[src/design/eqh_pkg.sv]
// shared constants, codes and types of the equal-width histogram
package eqh_pkg;

    localparam int DEF_MAX_BINS     = 64;
    localparam int DEF_COUNT_WIDTH  = 32;
    localparam int DEF_SAMPLE_WIDTH = 16;

    localparam int FUNC_W    = 2;
    localparam int INDEX_W   = 6;
    localparam int OUT_W     = 32;
    localparam int CFG_IDX_W = 2;
    localparam int CFG_DAT_W = 16;
    localparam int BINS_W    = 7;

    localparam logic [CFG_DAT_W-1:0] RANGE_LOW_RST  = 16'd0;
    localparam logic [CFG_DAT_W-1:0] RANGE_HIGH_RST = 16'd255;
    localparam logic [BINS_W-1:0]    BIN_COUNT_RST  = 7'd64;

    typedef enum logic [FUNC_W-1:0] {
        FN_ACCUM = 2'd0,
        FN_READ  = 2'd1,
        FN_CLEAR = 2'd2
    } func_t;

    typedef enum logic [CFG_IDX_W-1:0] {
        REG_LOW  = 2'd0,
        REG_HIGH = 2'd1,
        REG_BINS = 2'd2
    } cfg_reg_t;

    typedef enum logic [2:0] {
        ST_IDLE,
        ST_CHECK,
        ST_MUL,
        ST_DIV,
        ST_UPDATE,
        ST_RESULT
    } state_t;

    typedef struct packed {
        logic rd_en;
        logic wr_en;
        logic clr_all;
    } store_ctl_t;

endpackage

[src/design/eqh_in_if.sv]
// request channel: function code, sample and bin index
interface eqh_in_if #(
    parameter int SAMPLE_WIDTH = eqh_pkg::DEF_SAMPLE_WIDTH
);
    logic                             valid;
    logic                             ready;
    logic [eqh_pkg::FUNC_W-1:0]       func;
    logic signed [SAMPLE_WIDTH-1:0]   sample;
    logic [eqh_pkg::INDEX_W-1:0]      bin_index;

    modport source (output valid, output func, output sample, output bin_index, input ready);
    modport sink   (input valid, input func, input sample, input bin_index, output ready);
endinterface

[src/design/eqh_out_if.sv]
// result channel: bin count
interface eqh_out_if;
    logic                       valid;
    logic                       ready;
    logic [eqh_pkg::OUT_W-1:0]  count;

    modport source (output valid, output count, input ready);
    modport sink   (input valid, input count, output ready);
endinterface

[src/design/eqh_cfg_if.sv]
// configuration write channel: register index and data
interface eqh_cfg_if;
    logic                           valid;
    logic                           ready;
    logic [eqh_pkg::CFG_IDX_W-1:0]  index;
    logic [eqh_pkg::CFG_DAT_W-1:0]  data;

    modport source (output valid, output index, output data, input ready);
    modport sink   (input valid, input index, input data, output ready);
endinterface

[src/design/eqh_mul.sv]
// bit-serial shift-add multiplier, one multiplier bit per cycle
module eqh_mul #(
    parameter int SW = eqh_pkg::DEF_SAMPLE_WIDTH,
    parameter int BW = 7
) (
    input  logic             clk,
    input  logic             rst_n,
    input  logic             start,
    input  logic [SW-1:0]    a,
    input  logic [BW-1:0]    b,
    output logic             done,
    output logic [SW+BW-1:0] prod
);
    import eqh_pkg::*;

    localparam int PW  = SW + BW;
    localparam int SCW = (BW > 1) ? $clog2(BW) : 1;

    logic           busy_reg, busy_next;
    logic           done_reg, done_next;
    logic [SCW-1:0] cnt_reg, cnt_next;
    logic [PW-1:0]  acc_reg, acc_next;
    logic [PW-1:0]  m_reg, m_next;
    logic [BW-1:0]  mb_reg, mb_next;

    always_comb
    begin
        busy_next = busy_reg;
        done_next = 1'b0;
        cnt_next  = cnt_reg;
        acc_next  = acc_reg;
        m_next    = m_reg;
        mb_next   = mb_reg;
        if (start)
        begin
            busy_next = 1'b1;
            cnt_next  = SCW'(BW - 1);
            acc_next  = '0;
            m_next    = PW'(a);
            mb_next   = b;
        end
        else if (busy_reg)
        begin
            if (mb_reg[0])
            begin
                acc_next = acc_reg + m_reg;
            end
            m_next  = m_reg << 1;
            mb_next = mb_reg >> 1;
            if (cnt_reg == '0)
            begin
                busy_next = 1'b0;
                done_next = 1'b1;
            end
            else
            begin
                cnt_next = cnt_reg - 1'b1;
            end
        end
    end

    always_ff @(posedge clk or negedge rst_n)
    begin
        if (!rst_n)
        begin
            busy_reg <= 1'b0;
            done_reg <= 1'b0;
            cnt_reg  <= '0;
        end
        else
        begin
            busy_reg <= busy_next;
            done_reg <= done_next;
            cnt_reg  <= cnt_next;
        end
    end

    always_ff @(posedge clk)
    begin
        acc_reg <= acc_next;
        m_reg   <= m_next;
        mb_reg  <= mb_next;
    end

    assign done = done_reg;
    assign prod = acc_reg;

endmodule

[src/design/eqh_div.sv]
// restoring divider, one quotient bit per cycle
module eqh_div #(
    parameter int NW = 23,
    parameter int DW = eqh_pkg::DEF_SAMPLE_WIDTH,
    parameter int QW = 7
) (
    input  logic          clk,
    input  logic          rst_n,
    input  logic          start,
    input  logic [NW-1:0] num,
    input  logic [DW-1:0] den,
    output logic          done,
    output logic [QW-1:0] quo
);
    import eqh_pkg::*;

    localparam int SCW = (QW > 1) ? $clog2(QW) : 1;

    logic           busy_reg, busy_next;
    logic           done_reg, done_next;
    logic [SCW-1:0] cnt_reg, cnt_next;
    logic [NW-1:0]  rem_reg, rem_next;
    logic [NW-1:0]  dsh_reg, dsh_next;
    logic [QW-1:0]  q_reg, q_next;
    logic           ge;

    assign ge = (rem_reg >= dsh_reg);

    always_comb
    begin
        busy_next = busy_reg;
        done_next = 1'b0;
        cnt_next  = cnt_reg;
        rem_next  = rem_reg;
        dsh_next  = dsh_reg;
        q_next    = q_reg;
        if (start)
        begin
            busy_next = 1'b1;
            cnt_next  = SCW'(QW - 1);
            rem_next  = num;
            dsh_next  = NW'(den) << (QW - 1);
            q_next    = '0;
        end
        else if (busy_reg)
        begin
            if (ge)
            begin
                rem_next = rem_reg - dsh_reg;
            end
            q_next   = QW'({q_reg, ge});
            dsh_next = dsh_reg >> 1;
            if (cnt_reg == '0)
            begin
                busy_next = 1'b0;
                done_next = 1'b1;
            end
            else
            begin
                cnt_next = cnt_reg - 1'b1;
            end
        end
    end

    always_ff @(posedge clk or negedge rst_n)
    begin
        if (!rst_n)
        begin
            busy_reg <= 1'b0;
            done_reg <= 1'b0;
            cnt_reg  <= '0;
        end
        else
        begin
            busy_reg <= busy_next;
            done_reg <= done_next;
            cnt_reg  <= cnt_next;
        end
    end

    always_ff @(posedge clk)
    begin
        rem_reg <= rem_next;
        dsh_reg <= dsh_next;
        q_reg   <= q_next;
    end

    assign done = done_reg;
    assign quo  = q_reg;

endmodule

[src/design/eqh_store.sv]
// bin counter memory with per-bin valid bits, registered read
module eqh_store #(
    parameter int MAX_BINS    = eqh_pkg::DEF_MAX_BINS,
    parameter int COUNT_WIDTH = eqh_pkg::DEF_COUNT_WIDTH,
    parameter int IW          = 6
) (
    input  logic                   clk,
    input  logic                   rst_n,
    input  eqh_pkg::store_ctl_t    ctl,
    input  logic [IW-1:0]          rd_addr,
    input  logic [IW-1:0]          wr_addr,
    input  logic [COUNT_WIDTH-1:0] wr_data,
    output logic [COUNT_WIDTH-1:0] rd_data
);
    import eqh_pkg::*;

    logic [COUNT_WIDTH-1:0] mem [MAX_BINS];
    logic [MAX_BINS-1:0]    vld_reg;
    logic [COUNT_WIDTH-1:0] rd_mem_reg;
    logic                   rd_vld_reg;

    always_ff @(posedge clk or negedge rst_n)
    begin
        if (!rst_n)
        begin
            vld_reg    <= '0;
            rd_vld_reg <= 1'b0;
        end
        else
        begin
            if (ctl.clr_all)
            begin
                vld_reg <= '0;
            end
            else if (ctl.wr_en)
            begin
                vld_reg[wr_addr] <= 1'b1;
            end
            if (ctl.rd_en)
            begin
                rd_vld_reg <= vld_reg[rd_addr];
            end
        end
    end

    always_ff @(posedge clk)
    begin
        if (ctl.wr_en)
        begin
            mem[wr_addr] <= wr_data;
        end
        if (ctl.rd_en)
        begin
            rd_mem_reg <= mem[rd_addr];
        end
    end

    assign rd_data = rd_vld_reg ? rd_mem_reg : '0;

endmodule

[src/design/equal_width_histogram.sv]
// top level of the equal-width histogram
//
//  channel  dir   fields                       transfer when
//  item     in    func, sample, bin_index      item.valid & item.ready
//  rsp      out   count                        rsp.valid & rsp.ready
//  cfg      in    index, data                  cfg.valid & cfg.ready
//
// one request at a time; accumulate runs the serial multiplier, then the serial divider,
// one bit a cycle each over BW = clog2(MAX_BINS+1) bits; a read passes the registered store
// read to the output register; an out-of-range sample ends at the range check, clear and
// unused in idle; reset clears the bin valid bits at once, no sweep; the output register
// frees the request side while a result waits, a stalled result holds only the next read
module equal_width_histogram #(
    parameter int MAX_BINS     = eqh_pkg::DEF_MAX_BINS,
    parameter int COUNT_WIDTH  = eqh_pkg::DEF_COUNT_WIDTH,
    parameter int SAMPLE_WIDTH = eqh_pkg::DEF_SAMPLE_WIDTH
) (
    input  logic     clk,
    input  logic     rst_n,
    eqh_in_if.sink   item,
    eqh_out_if.source rsp,
    eqh_cfg_if.sink  cfg
);
    import eqh_pkg::*;

    localparam int SW = SAMPLE_WIDTH;
    localparam int BW = $clog2(MAX_BINS + 1);
    localparam int IW = (MAX_BINS > 1) ? $clog2(MAX_BINS) : 1;
    localparam int PW = SW + BW;

    state_t state_reg, state_next;

    logic signed [SW-1:0] lo_reg, lo_next;
    logic signed [SW-1:0] hi_reg, hi_next;
    logic [BINS_W-1:0]    bc_reg, bc_next;

    logic signed [SW-1:0]   sample_reg;
    logic [BW-1:0]          b_reg;
    logic [IW-1:0]          idx_reg;
    logic                   oob_reg;
    logic                   out_valid_reg;
    logic [OUT_W-1:0]       count_reg;

    logic                   item_xfer;
    logic                   smp_hit;
    logic [SW-1:0]          diff;
    logic [SW-1:0]          span;
    logic [BW-1:0]          b_calc;
    logic                   mul_start, mul_done;
    logic [PW-1:0]          prod;
    logic                   div_start, div_done;
    logic [BW-1:0]          quo;
    logic [IW-1:0]          idx_calc;
    logic                   slot_free;
    logic                   load_out;
    store_ctl_t             st_ctl;
    logic [IW-1:0]          rd_addr;
    logic [COUNT_WIDTH-1:0] rd_count;
    logic [COUNT_WIDTH-1:0] wr_count;

    // configuration registers
    assign cfg.ready = 1'b1;

    always_comb
    begin
        lo_next = lo_reg;
        hi_next = hi_reg;
        bc_next = bc_reg;
        if (cfg.valid)
        begin
            case (cfg.index)
                REG_LOW:  lo_next = SW'(cfg.data);
                REG_HIGH: hi_next = SW'(cfg.data);
                REG_BINS: bc_next = BINS_W'(cfg.data);
                default:  ;
            endcase
        end
    end

    always_ff @(posedge clk or negedge rst_n)
    begin
        if (!rst_n)
        begin
            lo_reg <= SW'(RANGE_LOW_RST);
            hi_reg <= SW'(RANGE_HIGH_RST);
            bc_reg <= BIN_COUNT_RST;
        end
        else
        begin
            lo_reg <= lo_next;
            hi_reg <= hi_next;
            bc_reg <= bc_next;
        end
    end

    // range check and bin setup
    assign item_xfer = item.valid && item.ready;
    assign smp_hit   = (hi_reg > lo_reg) && (sample_reg >= lo_reg) && (sample_reg <= hi_reg);
    assign diff      = SW'(sample_reg - lo_reg);
    assign span      = SW'(hi_reg - lo_reg);

    always_comb
    begin
        if (bc_reg == '0)
        begin
            b_calc = BW'(1);
        end
        else if (32'(bc_reg) > MAX_BINS)
        begin
            b_calc = BW'(MAX_BINS);
        end
        else
        begin
            b_calc = BW'(bc_reg);
        end
    end

    assign idx_calc = (quo >= b_reg) ? IW'(b_reg - BW'(1)) : IW'(quo);

    eqh_mul #(
        .SW (SW),
        .BW (BW)
    ) u_mul (
        .clk   (clk),
        .rst_n (rst_n),
        .start (mul_start),
        .a     (diff),
        .b     (b_calc),
        .done  (mul_done),
        .prod  (prod)
    );

    eqh_div #(
        .NW (PW),
        .DW (SW),
        .QW (BW)
    ) u_div (
        .clk   (clk),
        .rst_n (rst_n),
        .start (div_start),
        .num   (prod),
        .den   (span),
        .done  (div_done),
        .quo   (quo)
    );

    assign wr_count = (rd_count == '1) ? rd_count : rd_count + 1'b1;

    eqh_store #(
        .MAX_BINS    (MAX_BINS),
        .COUNT_WIDTH (COUNT_WIDTH),
        .IW          (IW)
    ) u_store (
        .clk     (clk),
        .rst_n   (rst_n),
        .ctl     (st_ctl),
        .rd_addr (rd_addr),
        .wr_addr (idx_reg),
        .wr_data (wr_count),
        .rd_data (rd_count)
    );

    // next state
    always_comb
    begin
        state_next = state_reg;
        case (state_reg)
            ST_IDLE:
            begin
                if (item_xfer)
                begin
                    case (item.func)
                        FN_ACCUM: state_next = ST_CHECK;
                        FN_READ:  state_next = ST_RESULT;
                        default:  state_next = ST_IDLE;
                    endcase
                end
            end
            ST_CHECK:  state_next = smp_hit ? ST_MUL : ST_IDLE;
            ST_MUL:    state_next = mul_done ? ST_DIV : ST_MUL;
            ST_DIV:    state_next = div_done ? ST_UPDATE : ST_DIV;
            ST_UPDATE: state_next = ST_IDLE;
            ST_RESULT: state_next = slot_free ? ST_IDLE : ST_RESULT;
            default:   state_next = ST_IDLE;
        endcase
    end

    // state outputs
    assign slot_free = !out_valid_reg || rsp.ready;

    always_comb
    begin
        item.ready     = 1'b0;
        mul_start      = 1'b0;
        div_start      = 1'b0;
        load_out       = 1'b0;
        st_ctl         = '0;
        rd_addr        = IW'(item.bin_index);
        case (state_reg)
            ST_IDLE:
            begin
                item.ready     = 1'b1;
                st_ctl.rd_en   = item_xfer && (item.func == FN_READ);
                st_ctl.clr_all = item_xfer && (item.func == FN_CLEAR);
            end
            ST_CHECK:  mul_start = smp_hit;
            ST_MUL:    div_start = mul_done;
            ST_DIV:
            begin
                st_ctl.rd_en = div_done;
                rd_addr      = idx_calc;
            end
            ST_UPDATE: st_ctl.wr_en = 1'b1;
            ST_RESULT: load_out = slot_free;
            default:   ;
        endcase
    end

    always_ff @(posedge clk or negedge rst_n)
    begin
        if (!rst_n)
        begin
            state_reg     <= ST_IDLE;
            out_valid_reg <= 1'b0;
        end
        else
        begin
            state_reg <= state_next;
            if (load_out)
            begin
                out_valid_reg <= 1'b1;
            end
            else if (rsp.ready)
            begin
                out_valid_reg <= 1'b0;
            end
        end
    end

    always_ff @(posedge clk)
    begin
        if (item_xfer)
        begin
            sample_reg <= item.sample;
            oob_reg    <= (32'(item.bin_index) >= MAX_BINS);
        end
        if (state_reg == ST_CHECK)
        begin
            b_reg <= b_calc;
        end
        if (st_ctl.rd_en && (state_reg == ST_DIV))
        begin
            idx_reg <= idx_calc;
        end
        if (load_out)
        begin
            count_reg <= oob_reg ? '0 : OUT_W'(rd_count);
        end
    end

    assign rsp.valid = out_valid_reg;
    assign rsp.count = count_reg;

`ifndef NO_ASSERTIONS
    a_mul_done_in_mul: assert property (@(posedge clk) disable iff (!rst_n)
        mul_done |-> (state_reg == ST_MUL))
        else $error("multiplier finished outside its state");

    a_div_done_in_div: assert property (@(posedge clk) disable iff (!rst_n)
        div_done |-> (state_reg == ST_DIV))
        else $error("divider finished outside its state");

    a_bin_in_use: assert property (@(posedge clk) disable iff (!rst_n)
        (state_reg == ST_UPDATE) |-> (BW'(idx_reg) < b_reg))
        else $error("update addresses a bin beyond those in use");

    a_read_to_result: assert property (@(posedge clk) disable iff (!rst_n)
        (item_xfer && (item.func == FN_READ)) |=> (state_reg == ST_RESULT))
        else $error("read request did not reach the result state");
`endif

endmodule
[src/flat_wrapper.sv]
// flat-port wrapper written by rule: the top's interface ports become plain ports
module equal_width_histogram_flat import eqh_pkg::*;
#(
    parameter int MAX_BINS     = eqh_pkg::DEF_MAX_BINS,
    parameter int COUNT_WIDTH  = eqh_pkg::DEF_COUNT_WIDTH,
    parameter int SAMPLE_WIDTH = eqh_pkg::DEF_SAMPLE_WIDTH
)
  (clk, rst_n, item_valid, item_func, item_sample, item_bin_index, item_ready, rsp_valid, rsp_count, rsp_ready, cfg_valid, cfg_index, cfg_data, cfg_ready);
  eqh_in_if #(.SAMPLE_WIDTH(SAMPLE_WIDTH)) item_i ();
  eqh_out_if rsp_i ();
  eqh_cfg_if cfg_i ();
  input  logic clk;
  input  logic rst_n;
  input wire logic [$bits(item_i.valid)-1:0] item_valid;
  input wire logic [$bits(item_i.func)-1:0] item_func;
  input wire logic [$bits(item_i.sample)-1:0] item_sample;
  input wire logic [$bits(item_i.bin_index)-1:0] item_bin_index;
  output wire logic [$bits(item_i.ready)-1:0] item_ready;
  output wire logic [$bits(rsp_i.valid)-1:0] rsp_valid;
  output wire logic [$bits(rsp_i.count)-1:0] rsp_count;
  input wire logic [$bits(rsp_i.ready)-1:0] rsp_ready;
  input wire logic [$bits(cfg_i.valid)-1:0] cfg_valid;
  input wire logic [$bits(cfg_i.index)-1:0] cfg_index;
  input wire logic [$bits(cfg_i.data)-1:0] cfg_data;
  output wire logic [$bits(cfg_i.ready)-1:0] cfg_ready;
  assign item_i.valid = item_valid;
  assign item_i.func = item_func;
  assign item_i.sample = item_sample;
  assign item_i.bin_index = item_bin_index;
  assign item_ready = item_i.ready;
  assign rsp_valid = rsp_i.valid;
  assign rsp_count = rsp_i.count;
  assign rsp_i.ready = rsp_ready;
  assign cfg_i.valid = cfg_valid;
  assign cfg_i.index = cfg_index;
  assign cfg_i.data = cfg_data;
  assign cfg_ready = cfg_i.ready;
  equal_width_histogram #(.MAX_BINS(MAX_BINS), .COUNT_WIDTH(COUNT_WIDTH), .SAMPLE_WIDTH(SAMPLE_WIDTH)) u_core (.clk(clk), .rst_n(rst_n), .item(item_i), .rsp(rsp_i), .cfg(cfg_i));
endmodule
[config.mk]
export PLATFORM = sky130hd
export DESIGN_NAME = equal_width_histogram_flat
export DESIGN_NICKNAME = d
export VERILOG_FILES = /design/src/design/eqh_pkg.sv /design/src/design/eqh_in_if.sv /design/src/design/eqh_out_if.sv /design/src/design/eqh_cfg_if.sv /design/src/design/eqh_mul.sv /design/src/design/eqh_div.sv /design/src/design/eqh_store.sv /design/src/design/equal_width_histogram.sv /design/src/flat_wrapper.sv
export SDC_FILE = /design/constraint.sdc
export NUM_CORES = 2
export LEC_CHECK = 0
export ABC_AREA = 1
export BUFFER_PORTS_ARGS = -buffer_cell sky130_fd_sc_hd__buf_4
export CORE_AREA = 2 2 653 395
export CTS_CLUSTER_DIAMETER = 120
export DETAILED_ROUTE_END_ITERATION = 8
export DIE_AREA = 0 0 655 397
export SLEW_MARGIN = 15
export SYNTH_ARGS = -nofsm -noshare
export SYNTH_HDL_FRONTEND = slang
export SYNTH_HIERARCHICAL = 1
export SYNTH_SLANG_ARGS = --single-unit
[constraint.sdc]
create_clock -name clk -period 9.1 [get_ports clk]
set_input_delay 1.82 -clock clk [delete_from_list [all_inputs] [get_ports clk]]
set_output_delay 1.82 -clock clk [all_outputs]
set_load 0.03 [all_outputs]
== Word-level counts from Yosys, hierarchy flattened ==
Memories as Yosys holds them, arrays and structs flattened. A register that Yosys moved wholly into a read port is not among the register bits.
Cells that the tools add are included.

* Flip-flop bits (word level): 284
* Bits in latches: 0
* Memories kept: 1
* Memory bits (read-only): 0
* Output and inout bits: 35
* RAM bits: 2,048
* Word-level logic and storage cells: 141

* Multiply operators: 0
* Shift operators: 0
* Add/sub/neg operators: 8
* Equal/unequal tests: 13
* Bitwise gates (word level): 1
* $lt $le $gt $ge: 9
* Reduce and logical (&&, ||, !) cells: 27
* Divide/modulo/power cells: 0
* Muxes and demuxes: 57

{| class="wikitable"
|+ Memory list
! memory !! depth !! bits a word !! read ports !! clocked after memory_dff !! wr ports !! line !! text
|-
| u_core.u_store.mem || 64 || 32 || 1 || 1 || 1 || eqh_store.sv:17 || <nowiki>logic [COUNT_WIDTH-1:0] mem [MAX_BINS];</nowiki>
|}

{| class="wikitable"
|+ Operators with widths
! cell !! count
|-
| 64-bit 2-to-1 mux || 2
|-
| 23-bit 2-to-1 mux || 3
|-
| 32-bit 2-to-1 mux || 2
|-
| 64-bit OR || 1
|-
| 22-bit 2-to-1 mux || 2
|-
| 32-bit by 1-bit adder with 32-bit output (second input constant) || 1
|-
| 32-bit equality test (second input constant) || 1
|-
| 16-bit 2-to-1 mux || 2
|-
| 16-bit subtractor || 2
|-
| 7-bit 2-to-1 mux || 4
|-
| 3-bit 2-to-1 mux || 9
|-
| 1-bit 2-to-1 mux || 25
|-
| 23-bit adder || 1
|-
| 23-bit by 22-bit greater-or-equal comparator with 1-bit output || 1
|-
| 23-bit by 22-bit subtractor with 23-bit output || 1
|-
| 16-bit greater-or-equal comparator || 1
|-
| 16-bit greater-than comparator || 1
|-
| 16-bit <= comparator || 1
|-
| 3-bit case mux with 5 select lines || 1
|-
| 6-bit by 7-bit less-than comparator with 1-bit output (second input constant) || 2
|-
| 2-bit AND reduction || 7
|-
| 6-bit 2-to-1 mux || 2
|-
| 2-bit nonzero test || 5
|-
| 3-bit logical NOT || 3
|-
| other kinds (21) || 35
|}

== Longest topological paths before layout ==
* Word-level depth: 7
* Gate-level depth with buffers: 24

== By module ==
Netlist, hierarchy kept.

{| class="wikitable"
|+ By module, submodules not included
! module !! instances !! seq. area each (µm²) !! cells an instance !! area an instance (µm²)
|-
| eqh_store || 1 || 64,086.5 || 7,079 || 86,177.7
|-
| equal_width_histogram || 1 || 2,919.0 || 911 || 7,119.3
|-
| eqh_div || 1 || 1,556.5 || 576 || 4,023.9
|-
| eqh_mul || 1 || 1,416.4 || 603 || 3,941.3
|}

== Worst setup path before layout ==
No wires, ideal clock.

* Path type: register to register
* Start point: register u_core.u_store.rd_vld_reg
* End point: memory u_core/u_store/mem[0][1] in the netlist's numbering (data pin)
* Arrival time: 4,336 ps
* Cell stages (with the launch flop): 12
* Path slack: 4,062 ps
* Required time: 8,398 ps
* Library setup time: 702 ps
* Path through: dfrtp_1 > clkbuf_1 > clkbuf_1 > nand2_1 > inv_1 > ha_1 > nand3_2 > inv_1 > nand2_2 > nor2_4 > nand4_4 > o21ai_0

* Longest elaborated chain between the ends: 3

{| class="wikitable"
|+ Ends and longest elaborated chain
! item !! line !! text
|-
| from (decl) || eqh_store.sv:20 || <nowiki>logic rd_vld_reg;</nowiki>
|-
| from (signal assigned) || eqh_store.sv:41 || <nowiki>rd_vld_reg <= vld_reg[rd_addr];</nowiki>
|-
| 32-bit 2-to-1 mux * || eqh_store.sv:58 || <nowiki>assign rd_data = rd_vld_reg ? rd_mem_reg : '0;</nowiki>
|-
| net u_core.rd_count[1] || equal_width_histogram.sv:58 || <nowiki>logic [COUNT_WIDTH-1:0] rd_count;</nowiki>
|-
| 32-bit by 1-bit adder with 32-bit output / 32-bit equality test (equally long branches) || equal_width_histogram.sv:147 || <nowiki>assign wr_count = (rd_count == '1) ? rd_count : rd_count + 1'b1;</nowiki>
|-
| 32-bit 2-to-1 mux * || equal_width_histogram.sv:147 ||
|-
| net u_core.wr_count[1] || equal_width_histogram.sv:59 || <nowiki>logic [COUNT_WIDTH-1:0] wr_count;</nowiki>
|-
| to (decl) || eqh_store.sv:17 ||
|}

The timed path passes the listed nets; every way through them passes the cells marked *.

== Final worst setup path ==
* Start point: register u_core.b_reg[2]
* End point: register u_core.u_store.rd_mem_reg[28], read port of u_core.u_store.mem (data pin)

* Longest elaborated chain between the ends: 3

{| class="wikitable"
|+ Ends and longest elaborated chain
! item !! line !! text
|-
| from (decl) || equal_width_histogram.sv:38 || <nowiki>logic [BW-1:0] b_reg;</nowiki>
|-
| from (signal assigned) || equal_width_histogram.sv:249 || <nowiki>b_reg <= b_calc;</nowiki>
|-
| 7-bit greater-or-equal comparator || equal_width_histogram.sv:118 || <nowiki>assign idx_calc = (quo >= b_reg) ? IW'(b_reg - BW'(1)) : IW'(quo);</nowiki>
|-
| 6-bit 2-to-1 mux || equal_width_histogram.sv:118 ||
|-
| net u_core.idx_calc[0] || equal_width_histogram.sv:53 || <nowiki>logic [IW-1:0] idx_calc;</nowiki>
|-
| 6-bit 2-to-1 mux || equal_width_histogram.sv:199 || <nowiki>case (state_reg)</nowiki>
|-
| net u_core.rd_addr[0] || equal_width_histogram.sv:57 || <nowiki>logic [IW-1:0] rd_addr;</nowiki>
|-
| to (decl) || eqh_store.sv:19 || <nowiki>logic [COUNT_WIDTH-1:0] rd_mem_reg;</nowiki>
|}

The timed path passes the listed nets, and every way through them passes these cells.
A chain may end at the register's enable or synchronous reset.

==> metrics.txt <==
hold crit path type reg2reg; clock-pin slew on the worst setup and hold paths 0.06 ns; Max Cap Violations 0; arrival time worst endpoint 6.26 ns; CTS HTree Levels 4; initial core utilization 39.7%; startpoint types register; smallest hold slack 0.473 ns; DR DRC count 0; Tmin final 5.64 ns; vias in the first global route 65500; CP Class reg2reg; status completed; final hold vios 0; area grow syn2layout 10.9%; mean number of vias per cell 5.51; Yosys top cell by area edfxtp_1; total wire length 299000 um; Worst Clk Skew 0.0839 ns; sequential area share after synthesis 69.1%; Die W 655 um; Slowest-stage cell, CP buf_12; mean post-synth cell area 11.0 um^2; Cells after Synth 9169; Die Y 397 um; Post-CTS Setup Inserts 0; Worst Hold Depth 2; share of Yosys cell area claimed by the top area cell type 65.3%; top post-synthesis cells by area edfxtp_1, nand2_1, nand3_1; pin count of the biggest net entering global routing 211; Crit. End Element register; Syn Std Cell Area 101000 um^2; Worst Path Buf+Inv 3; Setup Viol. Count Final 0; first-pass GRT wire length 441000 um; Slowest Stage Delay on Critical Path 0.68 ns; PwrDens 253 nW/um^2; Post-synth EDFFs 2203; r2r setup slk 3.46 ns; Final Net Count 9265; reg2reg end u_core/u_store/rd_mem_reg[28]; Max clock buf depth 4; R2R cell count 18; post-CTS sizing 0; Netlist cell types 57; CP Cell Sequence inv_1 > ha_1 > a21oi_1 > o21ai_0 > nand4_1 > nand3_1 > o21ai_0 > nand2_1 > nand2_4 > buf_12 > buf_12 > o21ai_0 > nand3_1 > nand2_1 > nand2_1 > nand3_1 > nand3_1 > nand2_1; FF-to-FF Start u_core/b_reg[2]; syn nets 9325; routed len/inst 23.5 um; clk_lat worst skew 0.90 ns; Post-Place Cells 12300; CTS Hold Buffers Added 0; fill cell count 23300; Slew @ Worst Pin 1.27 ns; Post-Layout Cell Count 12700; fin crit share 62.0%; Rows 144; Worst Hold Endpoint u_core/u_div/quo[0]; area of the core 255000 um^2; CTS Sinks 2364; Reg area 70000 um^2; Top-Level Pins 82; initial antenna violation count 5; Ys Warns 6; Clock Root Buffer clkbuf_16; via count 70100; Max-slew headroom 15.2%; GRT Util Overall 22.6%; Static Leak 41.7 nW; VDD IR-drop max 0.202 mV; final max-slew violation count 0; die footprint 260000 um^2; max reg flops 2048; gpl congestion 0.883; placed cell area 105000 um^2; first-pass detailed-route iteration total 8; family with the most delay on the worst path simple AND/OR/NAND/NOR gates; Inserted Clock Buffers 223; DP Worst Slack 3.60 ns; Critical Path RT 9.72 ns; port bufs 80; setup tns final 0 ns; Finished Cell Area 112000 um^2; RSZ-0062 raised after global routing false; DP Wirelength 165000 um; multi-input logic area 27400 um^2; final worst setup slack 3.46 ns; Fmax 177 MHz; async set-reset flop share out of synthesis 4.99%; most common cell after layout, fill and taps aside nand2_1; FF+latch count, synth 2364; Overflow after GRT 0; DRT iter0 DRCs 8974; Top FF cell, synth edfxtp_1; DRT antenna net count 0; TritonCTS clock tree built; most frequent cells in the layout nand2_1, edfxtp_1, nand3_1; HP Start u_core/u_div/quo[0]; layout cell share with drive strength beyond 1 7.86%; Critical Path Fanout Max 210
## cell usage after synthesis, types with 6 or more instances
library cell,instances
nand2_1,2505
edfxtp_1,2203
nand3_1,1648
nor2_1,620
inv_1,482
o21ai_0,408
clkbuf_1,193
buf_2,145
a21oi_1,137
o22ai_1,137
dfrtp_1,109
ha_1,105
buf_6,68
buf_1,53
buf_4,44
dfxtp_1,43
nor3_1,39
xor2_1,28
o21ai_1,24
nand2_2,19
nand4_1,19
xnor2_1,17
nor2_2,12
or2_2,11
inv_2,10
nand3b_1,10
dfstp_2,9
or2_1,8
clkinv_1,6
nor2_4,6
## layer usage
metal / wire [um] / up-vias / track usage [%]
met4: 6000 / 6 / 4.68
met1: 136000 / 34500 / 35.6
li1: - / 31700 / -
met3: 31800 / 402 / 4.17
met5: 67 / - / 0
met2: 126000 / 3465 / 32.3
## area by class of cell
cell class | instances | share of cell area, %
sequential | 2364 | 62.3
multi-input combinational | 5800 | 24.4
clock buffer | 307 | 5.50
tap | 3431 | 3.82
inverter | 498 | 1.69
timing repair buffer | 222 | 1.65
clock inverter | 91 | 0.633
antenna | 2 | 0.00446
## worst reg2reg max path, cell delays in order, from the launching register on
cell      delay, ns
edfxtp_1       0.42
inv_1          0.12
ha_1           0.26
a21oi_1        0.20
o21ai_0        0.14
nand4_1        0.09
nand3_1        0.27
o21ai_0        0.49
nand2_1        0.20
nand2_4        0.47
buf_12         0.63
buf_12         0.84
o21ai_0        0.48
nand3_1        0.15
nand2_1        0.18
nand2_1        0.12
nand3_1        0.08
nand3_1        0.23
nand2_1        0.08
## worst max path at each step
stage / endpoint / startpoint / slack, ns / cells past startpoint
after global placement: u_core/u_store/rd_mem_reg[12] / item_bin_index[0] / 3.63 / 13
after global routing: u_core/u_store/rd_mem_reg[28] / u_core/b_reg[2] / 3.08 / 18
after detailed placement: u_core/u_store/rd_mem_reg[28] / u_core/b_reg[2] / 3.60 / 18
final: u_core/u_store/rd_mem_reg[28] / u_core/b_reg[2] / 3.46 / 18
after floorplan: u_core/u_store/mem[0][1] / u_core/u_store/rd_vld_reg / 4.06 / 11
after CTS: u_core/u_store/rd_mem_reg[28] / u_core/b_reg[2] / 3.63 / 18
## where the power goes
group | internal [mW] | leakage (nW) | switching [mW]
clock network | 4.93 | 3.36 | 4.09
logic | 1.60 | 16.2 | 4.63
registers | 12.9 | 22.1 | 0.262
## per-stage QoR
stage	total power [mW]	util, %
after CTS	28.5	44.1
after floorplan	17.5	-
final	28.5	44.1
after global routing	29.7	44.1
after global placement	19.5	41.4
after detailed placement	19.6	41.4
## logic make-up after synthesis
group	count (synthesis)	share of synthesized area, %
flip-flops	2364	69.1
AO/OA/AOI/OAI	727	3.83
XOR/XNOR	45	0.389
other	1	0.00370
AND/OR/NAND/NOR	4918	20.7
buffers and inverters	1005	4.61
adder cells (fa/ha/maj)	109	1.38
No activity file was read; power rests on OpenSTA's default activity.
